**src/hdl/lpt_pkg.sv**
```systemverilog
// Shared types and constants for the IPv4 longest-prefix trie.
// Used by the front, the queue, the engine and the top level; depends on nothing.
`timescale 1ns / 1ps

package lpt_pkg;

    localparam int ADDR_BITS   = 32;
    localparam int AS_W        = 32;
    localparam int PLEN_W      = 6;
    localparam int QUEUE_DEPTH = 2;

    localparam logic KIND_INSERT = 1'b0;
    localparam logic KIND_LOOKUP = 1'b1;

    localparam logic [1:0] STATUS_OK   = 2'd0;
    localparam logic [1:0] STATUS_DUP  = 2'd1;
    localparam logic [1:0] STATUS_FULL = 2'd2;

    // Request transaction as it arrives
    typedef struct packed {
        logic                  kind;
        logic [ADDR_BITS-1:0]  address;
        logic [PLEN_W-1:0]     prefix_length;
        logic [AS_W-1:0]       as_number;
    } req_t;

    // Response transaction
    typedef struct packed {
        logic [AS_W-1:0] found_as;
        logic [1:0]      status;
    } rsp_t;

    // Classified command handed from the front to the engine
    typedef struct packed {
        logic                  is_lookup;
        logic [ADDR_BITS-1:0]  address;
        logic [PLEN_W-1:0]     prefix_length;
        logic [AS_W-1:0]       as_number;
    } cmd_t;

    // Address bit that steers the walk at a given depth (depth below ADDR_BITS)
    function automatic logic addr_bit(logic [ADDR_BITS-1:0] addr, logic [PLEN_W-1:0] depth);
        logic [4:0] pos;
        pos = 5'(ADDR_BITS - 1) - depth[4:0];
        return addr[pos];
    endfunction

endpackage

```
**src/hdl/lpt_front.sv**
```systemverilog
// Front stage of the trie: accepts request transactions and classifies them.
// Depends on lpt_pkg; feeds lpt_queue.
`timescale 1ns / 1ps

module lpt_front
(
    input  logic          clk,
    input  logic          rst_n,
    input  lpt_pkg::req_t req,
    input  logic          req_valid,
    output logic          req_stall,
    output lpt_pkg::cmd_t cmd,
    output logic          cmd_valid,
    input  logic          cmd_stall
);

    logic          valid_reg;
    logic          valid_next;
    lpt_pkg::cmd_t cmd_reg;
    lpt_pkg::cmd_t cmd_next;
    logic          take_in;

    // Hold the stage while the queue refuses it
    assign req_stall = valid_reg && cmd_stall;
    assign take_in   = req_valid && !req_stall;

    // Decode kind and saturate the prefix length
    always_comb
    begin
        cmd_next = cmd_reg;
        valid_next = valid_reg && cmd_stall;
        if (take_in)
        begin
            valid_next              = 1'b1;
            cmd_next.is_lookup      = (req.kind == lpt_pkg::KIND_LOOKUP);
            cmd_next.address        = req.address;
            cmd_next.as_number      = req.as_number;
            if (req.prefix_length > lpt_pkg::PLEN_W'(lpt_pkg::ADDR_BITS))
                cmd_next.prefix_length = lpt_pkg::PLEN_W'(lpt_pkg::ADDR_BITS);
            else
                cmd_next.prefix_length = req.prefix_length;
        end
    end

    always_ff @(posedge clk or negedge rst_n)
    begin
        if (!rst_n)
            valid_reg <= 1'b0;
        else
            valid_reg <= valid_next;
    end

    always_ff @(posedge clk)
    begin
        cmd_reg <= cmd_next;
    end

    assign cmd       = cmd_reg;
    assign cmd_valid = valid_reg;

endmodule

```
**config.mk**
```make
export PLATFORM = sky130hd
export DESIGN_NAME = lpt_front
export DESIGN_NICKNAME = d
export VERILOG_FILES = /design/src/hdl/lpt_pkg.sv /design/src/hdl/lpt_front.sv
export SDC_FILE = /design/constraint.sdc
export NUM_CORES = 1
export LEC_CHECK = 0
export ABC_AREA = 1
export ABC_CLOCK_PERIOD_IN_PS = 3900
export BUFFER_PORTS_ARGS = -buffer_cell sky130_fd_sc_hd__clkbuf_2
export CAP_MARGIN = 10
export CORE_UTILIZATION = 37
export CTS_CLUSTER_DIAMETER = 40
export DETAILED_ROUTE_END_ITERATION = 7
export HOLD_SLACK_MARGIN = 0.06
export PLACE_DENSITY = 0.75
export SETUP_SLACK_MARGIN = 0.4
export SYNTH_ARGS = -nofsm -noshare
export SYNTH_HDL_FRONTEND = slang
export SYNTH_SLANG_ARGS = --single-unit
```
**constraint.sdc**
```tcl
create_clock -name clk -period 3.9 [get_ports clk]
set_clock_uncertainty 0.2 [all_clocks]
set_input_delay 0.195 -clock clk [delete_from_list [all_inputs] [get_ports clk]]
set_output_delay 0.195 -clock clk [all_outputs]
set_load 0.1 [all_outputs]
```
# [Word level (Yosys, flattened, before mapping)]
# Cells that the tools add are included.
[totals] ff_bits=72 latchBits=0 mem_bits_rw=0 rom_bits=0 inputBits=75 output_inout_bits=73 elab_cells=10 n_memories=0
[classes] addsub=0 n_mul=0 div=0 n_lt_le_gt_ge=1 eq_ne=0 shifts=0 muxes=1 bitwise_logic=0 n_reduce_logical=3
[op_table] operator="> comparator 6 bit, second input constant" count=1
[op_table] operator="logical AND 1 bit" count=2
[op_table] operator="logical NOT 1 bit" count=1
[op_table] operator="two-way mux 1 bit" count=1

# [Longest topological paths before layout]
[logic_depth] word_depth=4 depth_mapped=3 ltp_nobuf=3

# [Worst setup path before layout]
# Ideal clock, no wire load.
[synth_timing] path_type="register to register" startpoint="reg valid_reg (netlist: cmd_valid)" endpoint="reg cmd_reg, in the netlist cmd[0], enable pin" setup_time_ns=0.500 arrival_time_ns=4.476 required_time_ns=3.200 path_slack_ns=-1.276 stages_incl_launch_ff=4 path_buffers=0 period_less_slack_ns=5.176 path_cell_list="dfrtp_1 -> nand2_1 -> inv_1 -> nor2_1"
[synth_via] elab_chain_cells=3
[synth_rtl] item="start, declared" line="lpt_front.sv:17" text="logic valid_reg;"
[synth_rtl] item="start signal, assigned" line="lpt_front.sv:50" text="valid_reg <= valid_next;"
[synth_rtl] item="logical AND 1 bit" line="lpt_front.sv:24" text="assign req_stall = valid_reg && cmd_stall;"
[synth_rtl] item="via req_stall" line="lpt_front.sv:11" text="output logic req_stall,"
[synth_rtl] item="logical NOT 1 bit" line="lpt_front.sv:25" text="assign take_in = req_valid && !req_stall;"
[synth_rtl] item="logical AND 1 bit" line="lpt_front.sv:25"
[synth_rtl] item="via take_in" line="lpt_front.sv:21" text="logic take_in;"
[synth_rtl] item="end signal, assigned" line="lpt_front.sv:55" text="cmd_reg <= cmd_next;"
[synth_rtl] item="end, declared" line="lpt_front.sv:19" text="lpt_pkg::cmd_t cmd_reg;"
# The timed path passes the listed nets, and every way through them passes these cells.
# A chain may end at the register's enable or synchronous reset.

# [Worst setup path after layout]
[layout_timing] startpoint="in cmd_stall" endpoint="reg cmd_reg, in the netlist cmd[6], enable pin"
[layout_via] elab_chain_cells=3
[layout_rtl] item="start, declared" line="lpt_front.sv:14" text="input logic cmd_stall"
[layout_rtl] item="logical AND 1 bit" line="lpt_front.sv:24"
[layout_rtl] item="logical NOT 1 bit" line="lpt_front.sv:25"
[layout_rtl] item="logical AND 1 bit" line="lpt_front.sv:25"
[layout_rtl] item="via take_in" line="lpt_front.sv:21"
# The timed path passes the listed nets, and every way through them passes these cells.

==> flow_summary_export.csv <==
group,metric,value,unit
outcome,status,"finished clean",
timing,setup_viol,0,
drt,first_pass_iters,4,
timing,post-route-min-period,2.11,ns
clock_network,cts_resized,0,
run,maxCapViolations,0,
drt,drt_iter0_markers,85,
power,p_leak,1.78,nW
cells_and_area,stdcell_count,402,
synth,syn_area,0.00224,mm^2
clock_network,insertion_delay,0.32,ns
critical_path,arrival,1.91,ns
drt,wl_per_cell,15.5,um
synth,syn_avg_cell_area,24.6,um^2
synth,synth_seq_cells,72,
critical_path,path_class,"input pin to flip-flop",
cells_and_area,final_cell_mix,"147 x clkbuf_2, 75 x dlygate4sd3_1, 71 x edfxtp_1",
clock_network,cts_num_sinks,72,
synth,synthesis.nets,166,
drt,postRouteAntennaNets,0,
timing,hold_slack,0.183,ns
critical_path,end_kind,"flip-flop",
drt,wl,6220,um
synth,yosysSeqAreaShare,0.962,
grt,grt_max_degree,28,
placement,hpwl,3760,um
floorplan,rows,27,
worst_hold_path,hold_class,"input pin to flip-flop",
synth,synth-xor-area-share,0,
grt,grt_usage,0.199,
timing,relSlewSlack,0.601,
clock_network,holdBufCountCts,75,
cells_and_area,num-fill-cells,363,
power,ir_drop,298,uV
synth,yosys-mux-area-fraction,0,
power,powerDensity,481,mW/mm^2
floorplan,die-area,0.00638,mm^2
timing,slew_viol_final,0,
clock_network,cts_root_buf,"clkbuf_8",
grt,grt_pass1_wl,8700,um
critical_path,cpMaxStageDelayCell,"dlygate4sd3_1",
cells_and_area,largest_register_ffs,71,
clock_network,clk_path_buf_depth,2,
clock_network,h-tree-depth,3,
grt,antenna_found_initial,0,
timing,hold_viol_final,0,
floorplan,coreArea,0.00568,mm^2
cells_and_area,layout.nets,400,
placement,gp_congestion,0.706,
placement,dp.cells,311,
synth,ys.warnings.count,0,
synth,ys_types,9,
timing,period_share,0.541,
critical_path,r2r_slack,1.90,ns
synth,synth-simple-area-share,0.0156,
timing,tightestPinTransition,0.597,ns
placement,dp_slack,1.90,ns
drt,viasPerCell,4.23,
synth,synth_compound_area_frac,0.00893,
clock_network,cts_tree,"built",
power,fin_total_pwr,1.93,mW
grt,grt_overflow,0,
critical_path,cp.required,3.70,ns
critical_path,cp-start-kind,"input pin",
grt,grt_pass1_vias,1759,
floorplan,fp.dieW,79.8,um
drt,drc,0,
critical_path,critPathMaxFanout,27,
floorplan,dieHeight,79.8,um
timing,rsz0062_at_grt,"false",
cells_and_area,syn2layout_area_growth,79.5,%
synth,yosys.area_share.adder,0,
timing,setup_tns,0,ns
timing,fmax,0.474,GHz
synth,synth_top_family_by_area,"simple AND/OR/NAND/NOR gates",
timing,worst_slack,1.79,ns
cells_and_area,n_antenna_cell,0,
synth,synth_cells,91,
placement,port-buffer-count,147,
drt,vias,1700,
clock_network,cts-buffers-inserted,9,
cells_and_area,drive_gt1_frac,0.503,
cells_and_area,layout_commonest_cell,"clkbuf_2",
floorplan,boundaryPins,148,
clock_network,cts_setup_buffers,0,
clock_network,path_clk_slew,0.08,ns
critical_path,max_stage_delay,0.54,ns
critical_path,crit_chain,"dlygate4sd3_1 -> clkbuf_2 -> nand2_1 -> inv_1 -> nor2_4 -> buf_4",
floorplan,initial_utilization,0.395,
==> layer usage <==
metal  up-vias  share of wire  global-route usage
li1        816              -                   -
met2        95           0.53               0.374
met5         -              0                   0
met1       773           0.35               0.189
met3        16          0.080              0.0709
met4         0          0.030              0.0964
==> critical path: cells and delay by family <==
kind          cells  cell delay, ns
buf+inv           4            1.17
simple gates      2            0.54
==> layout make-up <==
class                      instances  area (um^2)  area share
clock inverter                     6         60.1      0.0149
timing repair buffer             224         1500       0.373
tap                               72         90.1      0.0224
sequential                        72         2160       0.536
clock buffer                      10          128      0.0317
multi-input combinational         11         62.6      0.0155
inverter                           7         26.3     0.00653
==> stage by stage <==
stage / util / instance area [um^2]
after global placement: 0.544 / 3090
after global routing: 0.709 / 4030
after floorplan: - / 2250
after detailed placement: 0.544 / 3090
after CTS: 0.709 / 4030
final: 0.709 / 4030
==> worst paths after layout <==
kind                            from   endpoint  cells after the start
max                        cmd_stall     cmd[6]                      6
min                        req_valid    cmd[11]                      3
max reg2reg                cmd_valid     cmd[6]                      4
min reg2reg                cmd_valid    cmd[11]                      3
max in group asynchronous      rst_n  cmd_valid                      3
min in group asynchronous      rst_n  cmd_valid                      3
==> report_power, final <==
group          internal, mW  switching [mW]  total (mW)
Clock                 0.292           0.261       0.554
Sequential            0.902          0.0134       0.915
Combinational         0.104           0.362       0.466
==> cells by family (layout without fill, tap and decap cells) <==
family / after synthesis / after routing
flip-flops: 72 / 72
AO/OA/AOI/OAI: 4 / 4
AND/OR/NAND/NOR: 7 / 7
buffers and inverters: 8 / 247
==> synthesized netlist by cell type, drive strengths merged <==
cell,number,share of area
clkbuf,1,0.0017
nand3,1,0.0045
a21oi,4,0.0089
nor2,4,0.0078
edfxtp,71,0.95
inv,7,0.012
dfrtp,1,0.011
nand2,2,0.0033
Note: power is estimated with default switching activity, not from simulation.
