==> config.mk <==
export PLATFORM = sky130hd
export DESIGN_NAME = lpt_queue
export DESIGN_NICKNAME = d
export VERILOG_FILES = /design/src/hdl/lpt_pkg.sv /design/src/hdl/lpt_queue.sv
export SDC_FILE = /design/constraint.sdc
export NUM_CORES = 1
export LEC_CHECK = 0
export BUFFER_PORTS_ARGS = -buffer_cell sky130_fd_sc_hd__buf_2
export CAP_MARGIN = 25
export CORE_AREA = 2 2 141 143
export DETAILED_ROUTE_END_ITERATION = 16
export DIE_AREA = 0 0 143 145
export PLACE_DENSITY = 0.57
export SETUP_SLACK_MARGIN = 0.4
export SYNTH_ARGS = -nofsm -noshare
export SYNTH_HDL_FRONTEND = slang
export SYNTH_SLANG_ARGS = --single-unit
==> constraint.sdc <==
create_clock -name clk -period 7.94 [get_ports clk]
set_input_delay 1.985 -clock clk [delete_from_list [all_inputs] [get_ports clk]]
set_output_delay 1.985 -clock clk [all_outputs]
set_load 0.03 [all_outputs]
==> src/hdl/lpt_pkg.sv <==
// Shared types and constants for the IPv4 longest-prefix trie.
// Used by the front, the queue, the engine and the top level; depends on nothing.
`timescale 1ns / 1ps

package lpt_pkg;

    localparam int ADDR_BITS   = 32;
    localparam int AS_W        = 32;
    localparam int PLEN_W      = 6;
    localparam int QUEUE_DEPTH = 2;

    localparam logic KIND_INSERT = 1'b0;
    localparam logic KIND_LOOKUP = 1'b1;

    localparam logic [1:0] STATUS_OK   = 2'd0;
    localparam logic [1:0] STATUS_DUP  = 2'd1;
    localparam logic [1:0] STATUS_FULL = 2'd2;

    // Request transaction as it arrives
    typedef struct packed {
        logic                  kind;
        logic [ADDR_BITS-1:0]  address;
        logic [PLEN_W-1:0]     prefix_length;
        logic [AS_W-1:0]       as_number;
    } req_t;

    // Response transaction
    typedef struct packed {
        logic [AS_W-1:0] found_as;
        logic [1:0]      status;
    } rsp_t;

    // Classified command handed from the front to the engine
    typedef struct packed {
        logic                  is_lookup;
        logic [ADDR_BITS-1:0]  address;
        logic [PLEN_W-1:0]     prefix_length;
        logic [AS_W-1:0]       as_number;
    } cmd_t;

    // Address bit that steers the walk at a given depth (depth below ADDR_BITS)
    function automatic logic addr_bit(logic [ADDR_BITS-1:0] addr, logic [PLEN_W-1:0] depth);
        logic [4:0] pos;
        pos = 5'(ADDR_BITS - 1) - depth[4:0];
        return addr[pos];
    endfunction

endpackage

==> src/hdl/lpt_queue.sv <==
// Short command queue between the trie front and the trie engine.
// Depends on lpt_pkg.
`timescale 1ns / 1ps

module lpt_queue
(
    input  logic          clk,
    input  logic          rst_n,
    input  lpt_pkg::cmd_t wr_cmd,
    input  logic          wr_valid,
    output logic          wr_stall,
    output lpt_pkg::cmd_t rd_cmd,
    output logic          rd_valid,
    input  logic          rd_stall
);

    localparam int PTR_W = $clog2(lpt_pkg::QUEUE_DEPTH);
    localparam int CNT_W = $clog2(lpt_pkg::QUEUE_DEPTH + 1);

    lpt_pkg::cmd_t    slot_reg [lpt_pkg::QUEUE_DEPTH];
    logic [PTR_W-1:0] wr_ptr_reg;
    logic [PTR_W-1:0] rd_ptr_reg;
    logic [CNT_W-1:0] count_reg;
    logic             push;
    logic             pop;

    assign wr_stall = (count_reg == CNT_W'(lpt_pkg::QUEUE_DEPTH));
    assign rd_valid = (count_reg != '0);
    assign rd_cmd   = slot_reg[rd_ptr_reg];
    assign push     = wr_valid && !wr_stall;
    assign pop      = rd_valid && !rd_stall;

    // Advance pointers and occupancy
    always_ff @(posedge clk or negedge rst_n)
    begin
        if (!rst_n)
        begin
            wr_ptr_reg <= '0;
            rd_ptr_reg <= '0;
            count_reg  <= '0;
        end
        else
        begin
            if (push)
                wr_ptr_reg <= (wr_ptr_reg == PTR_W'(lpt_pkg::QUEUE_DEPTH - 1)) ? '0
                                                                                : wr_ptr_reg + 1'b1;
            if (pop)
                rd_ptr_reg <= (rd_ptr_reg == PTR_W'(lpt_pkg::QUEUE_DEPTH - 1)) ? '0
                                                                                : rd_ptr_reg + 1'b1;
            if (push && !pop)
                count_reg <= count_reg + 1'b1;
            else if (pop && !push)
                count_reg <= count_reg - 1'b1;
        end
    end

    // Store the incoming command
    always_ff @(posedge clk)
    begin
        if (push)
            slot_reg[wr_ptr_reg] <= wr_cmd;
    end

endmodule

; ---- Yosys cells after proc, flatten, opt, wreduce, memory -nomap -nowiden
; Memories as Yosys holds them, arrays and structs flattened.
; Cells that the tools add are included.
[op_classes]
add_sub_neg = 4
reduce_logical = 10
n_eq_ne = 1
mux = 6
[op_table]
columns = operator, count
row1 = logical AND 1 bit, 4
row2 = logical NOT 1 bit, 4
row3 = 2-to-1 mux 1 bit, 4
row4 = 2-to-1 mux 2 bit, 2
row5 = nonzero test 2 bit, 2
row6 = "adder 1 bit, second input constant", 2
row7 = "adder 2 x 1 -> 2 bit, second input constant", 1
row8 = "== test 2 bit, second input constant", 1
row9 = "subtractor 2 x 1 -> 2 bit, second input constant", 1
[word_totals]
output_inout_bits = 73
ram_bits = 142
n_memories = 1
register_bits = 4
[memory_table]
columns = name, words, word_bits, read_ports, rd_ports_with_merged_regs, wr, line
row1 = slot_reg, 2, 71, 1, 0, 1, lpt_queue.sv:20  ; lpt_pkg::cmd_t slot_reg [lpt_pkg::QUEUE_DEPTH];

; ---- Depth between registers and ports, before layout
[depth]
depth_word = 7
ltp_mapped = 7

; ---- Worst setup path after synthesis
; No wires, ideal clock.
[synth_timing]
path_kind = input to register
startpoint = in wr_valid
endpoint = mem slot_reg[0][0] (netlist bit) (enable)
path_slack_ns = 2.401
stages = 2
path_buffers = 0
t_arrival_ns = 5.039
required_time_ns = 7.440
cell_sequence = nand2_1 -> nor2_1
[synth_between]
elab_chain_len = 3
[synth_lines]
columns = element, line
row1 = "start, declared", lpt_queue.sv:10  ; input logic wr_valid,
row2 = logical AND 1 bit, lpt_queue.sv:30  ; assign push = wr_valid && !wr_stall;
row3 = 2-to-1 mux 1 bit, lpt_queue.sv:60  ; if (push)
row4 = 2-to-1 mux 1 bit (implied by the code), lpt_queue.sv:61  ; slot_reg[wr_ptr_reg] <= wr_cmd;
row5 = "end, declared", lpt_queue.sv:20
; Every way passes these cells.

==> flow_summary.json <==
{
  "worst-r2r-setup-slack_ps": 5680,
  "switching_share": 0.3435,
  "critical_path.reg2reg.endpoint": "slot_reg[0][14]",
  "netlist.top_cell.by_area": "sky130_fd_sc_hd__edfxtp_1",
  "tritoncts.num_buffers": 17,
  "postSynthRegisterBits": 146,
  "placed_cells_incl_taps": 647,
  "syn_area_um2": 5677,
  "synth_compound_gate_area_share": 0,
  "ctsHoldBuffers": 0,
  "post_cts_resized": 0,
  "first_pass_drt_iterations": 4,
  "syn_to_layout_area_delta_pct": 27.33,
  "critical_path.startpoint": "rd_ptr_reg",
  "synth_sequential_area_ratio": 0.7688,
  "synth.top_cell.area_share": 0.7512,
  "setup_tns_ps": 0,
  "grt_setup_unrepaired": "false",
  "die-area_um2": 20740,
  "cts_setup_buffers": 0,
  "number_of_drc_violations_after_detailed_routing": 0,
  "cp_cell_instances": "buf_4, buf_16, mux2_4, buf_2",
  "crit_path_end_kind": "primary output",
  "synthesis.nets": 316,
  "final_net_count": 478,
  "grt_remaining_overflow": 0,
  "floorplan.initialDensity": 0.2956,
  "largest_net_degree_at_the_start_of_global_routing": 72,
  "die_width_um": 143,
  "worst_setup_path_endpoint": "rd_cmd[13]",
  "synth-adder-area-share": 0.002204,
  "drt-initial-drc-count": 94,
  "run_status": "complete, no violations",
  "internal-power_mw": 1.953,
  "cp_top_family": "buffers and inverters",
  "first_global_vias": 2978,
  "p_clk_frac": 0.252,
  "final_period_minus_worst_setup_slack_ps": 4316,
  "synth-xor-area-share": 0.007714,
  "max_buffers_root_to_sink": 2,
  "detail_route.wirelength_um": 10270,
  "worstPathArrival_ps": 2330,
  "timing.clock.skew_ps": 10.20,
  "irDropWorstVdd_v": 0.0001713,
  "hold_path.class": "register to register",
  "worst_skew_pair.late_latency_ps": 410,
  "detailed_place_hpwl_um": 6619,
  "timing.rr.start": "count_reg[0]",
  "path_clk_slew_ps": 60,
  "initial_antenna_violation_count": 1,
  "startpoint_types": "register",
  "critical-path-max-stage-delay_ps": 550,
  "antenna-diode-count": 0,
  "cts_root_buffer": "sky130_fd_sc_hd__clkbuf_16",
  "count_of_antenna_violating_nets_left_after_detailed_routing": 0,
  "synth.distinct_cells": 16,
  "cp_data_required_time_ps": 5960,
  "num_rows": 51,
  "drv.max_cap_violation_count": 0,
  "cts.sink_count": 146,
  "postSynthAreaPerCell_um2": 23.65,
  "io_buffers": 147,
  "final_setup_violating_endpoints": 0,
  "tritoncts": "done",
  "num_io_pins": 148,
  "cp.buffers_inverters": 3,
  "post_synth_mux_area_share": 0.1865,
  "combPwrFrac": 0.373,
  "synthSimpleGateAreaFrac": 0.006833,
  "core_area_um2": 19210,
  "drive_above_1_share": 0.6102,
  "route.vias.total": 2688,
  "power_density_nw_per_um2": 411.5,
  "fp.dieH_um": 145,
  "routed_via_density": 3.965,
  "period_share": 0.5436,
  "gpl.final_weighted_congestion": 0.6676,
  "net-switching-power_mw": 1.022,
  "power.leakage_nw": 2.877,
  "fmaxAchievable_mhz": 231.7,
  "post_drt_wl_per_cell_um": 15.14,
  "netlist_top_cells_area": "sky130_fd_sc_hd__edfxtp_1, sky130_fd_sc_hd__mux2_4, sky130_fd_sc_hd__buf_12, sky130_fd_sc_hd__dfrtp_1, sky130_fd_sc_hd__xnor2_1",
  "netlist_instances": 240,
  "cts_max_level": 4,
  "timing_max_transition_violations_final": 0,
  "timing.critical_path.depth": 4,
  "grt_pass1_wl_um": 15690,
  "instances_no_fill": 678,
  "critPathSlowestCell": "sky130_fd_sc_hd__dfrtp_4",
  "power_frac_seq": 0.375,
  "ys.warnings.count": 0,
  "worst-path-max-fanout": 35,
  "synth_top_family_by_area": "multiplexers",
  "worst_r2r_path_depth": 4,
  "finalHoldViolCount": 0,
  "grt_use_total": 0.1012,
  "max_reg_flops": 142,
  "slew-limit-headroom": 0.4685,
  "critPathKind": "register to primary output",
  "worst_slew_pin_slew_ps": 797.3
}
## cell usage after synthesis, drive strengths merged
master / instances
edfxtp: 142
mux2: 71
buf: 8
dfrtp: 4
xnor2: 3
inv: 2
nand2b: 2
nor2: 2
xor2: 2
and3: 1
ha: 1
nand2: 1
or2: 1
## kinds of logic after synthesis
kind of cell,Yosys count
xor+xnor,5
fa+ha+maj,1
buf+inv,10
flops,146
mux,71
simple gates,7
## through the flow
step                      instance area [um^2]    util  power, mW  hold slack, ps  worst slack (ps)
final                                     7228  0.3763      2.974           498.8              3624
after global routing                      7228  0.3763      3.114           524.0              3489
after CTS                                 7201  0.3749      3.019           502.5              3548
after detailed placement                  6651  0.3463      2.257           489.7              4003
after global placement                    6624  0.3449      2.232           471.5              3894
after floorplan                           5677       -      2.045           456.4              2401
## power by group through the flow
| stage | registers (mW) | logic, mW | clock network, mW |
|---|---|---|---|
| 6_report | 1.12 | 1.11 | 0.751 |
| 3_3_place_gp | 1.13 | 1.10 | 0 |
| 4_1_cts | 1.12 | 1.12 | 0.775 |
| 5_1_grt | 1.13 | 1.17 | 0.809 |
| 2_1_floorplan | 1.12 | 0.927 | 0 |
| 3_5_place_dp | 1.14 | 1.12 | 0 |
## cells in the final DEF, fill, tap and decap left out, drive strengths merged
| cell | synthesis | final |
|---|---|---|
| dfrtp | 4 | 4 |
| and3 | 1 | 1 |
| xor2 | 2 | 2 |
| xnor2 | 3 | 3 |
| edfxtp | 142 | 142 |
| nand2b | 2 | 2 |
| nor2 | 2 | 2 |
| buf | 8 | 151 |
| mux2 | 71 | 71 |
| inv | 2 | 2 |
| or2 | 1 | 1 |
| nand2 | 1 | 1 |
| clkbuf | 0 | 19 |
| bufinv | 0 | 2 |
| ha | 1 | 1 |
| clkinv | 0 | 8 |
| clkinvlp | 0 | 1 |
## worst min path at each step
stage	start	end	slack (ps)	depth (start not counted)
after CTS	count_reg[1]	count_reg[1]	500	1
final	count_reg[1]	count_reg[1]	500	1
after floorplan	count_reg[1]	count_reg[1]	460	1
after detailed placement	count_reg[1]	count_reg[1]	490	1
after global placement	count_reg[1]	count_reg[1]	470	1
after global routing	count_reg[1]	count_reg[1]	520	1
## layout make-up
type                            count  area, um^2
Clock buffer                       19       432.9
Clock inverter                     11       116.4
Fill cell                        1769       11980
Inverter                            2       7.507
Multi-Input combinational cell     84        1166
Sequential cell                   146        4368
Tap cell                          265       331.6
Timing Repair Buffer              151       805.8
## per-layer routing
layer | vias up | track usage | wire (um)
li1 | 1262 | - | -
met1 | 1328 | 0.1133 | 4198
met4 | 0 | 0.03267 | 116
met2 | 89 | 0.1694 | 5228
met3 | 9 | 0.04785 | 722
met5 | - | 0 | 0
(Power assumes the default switching activity.)
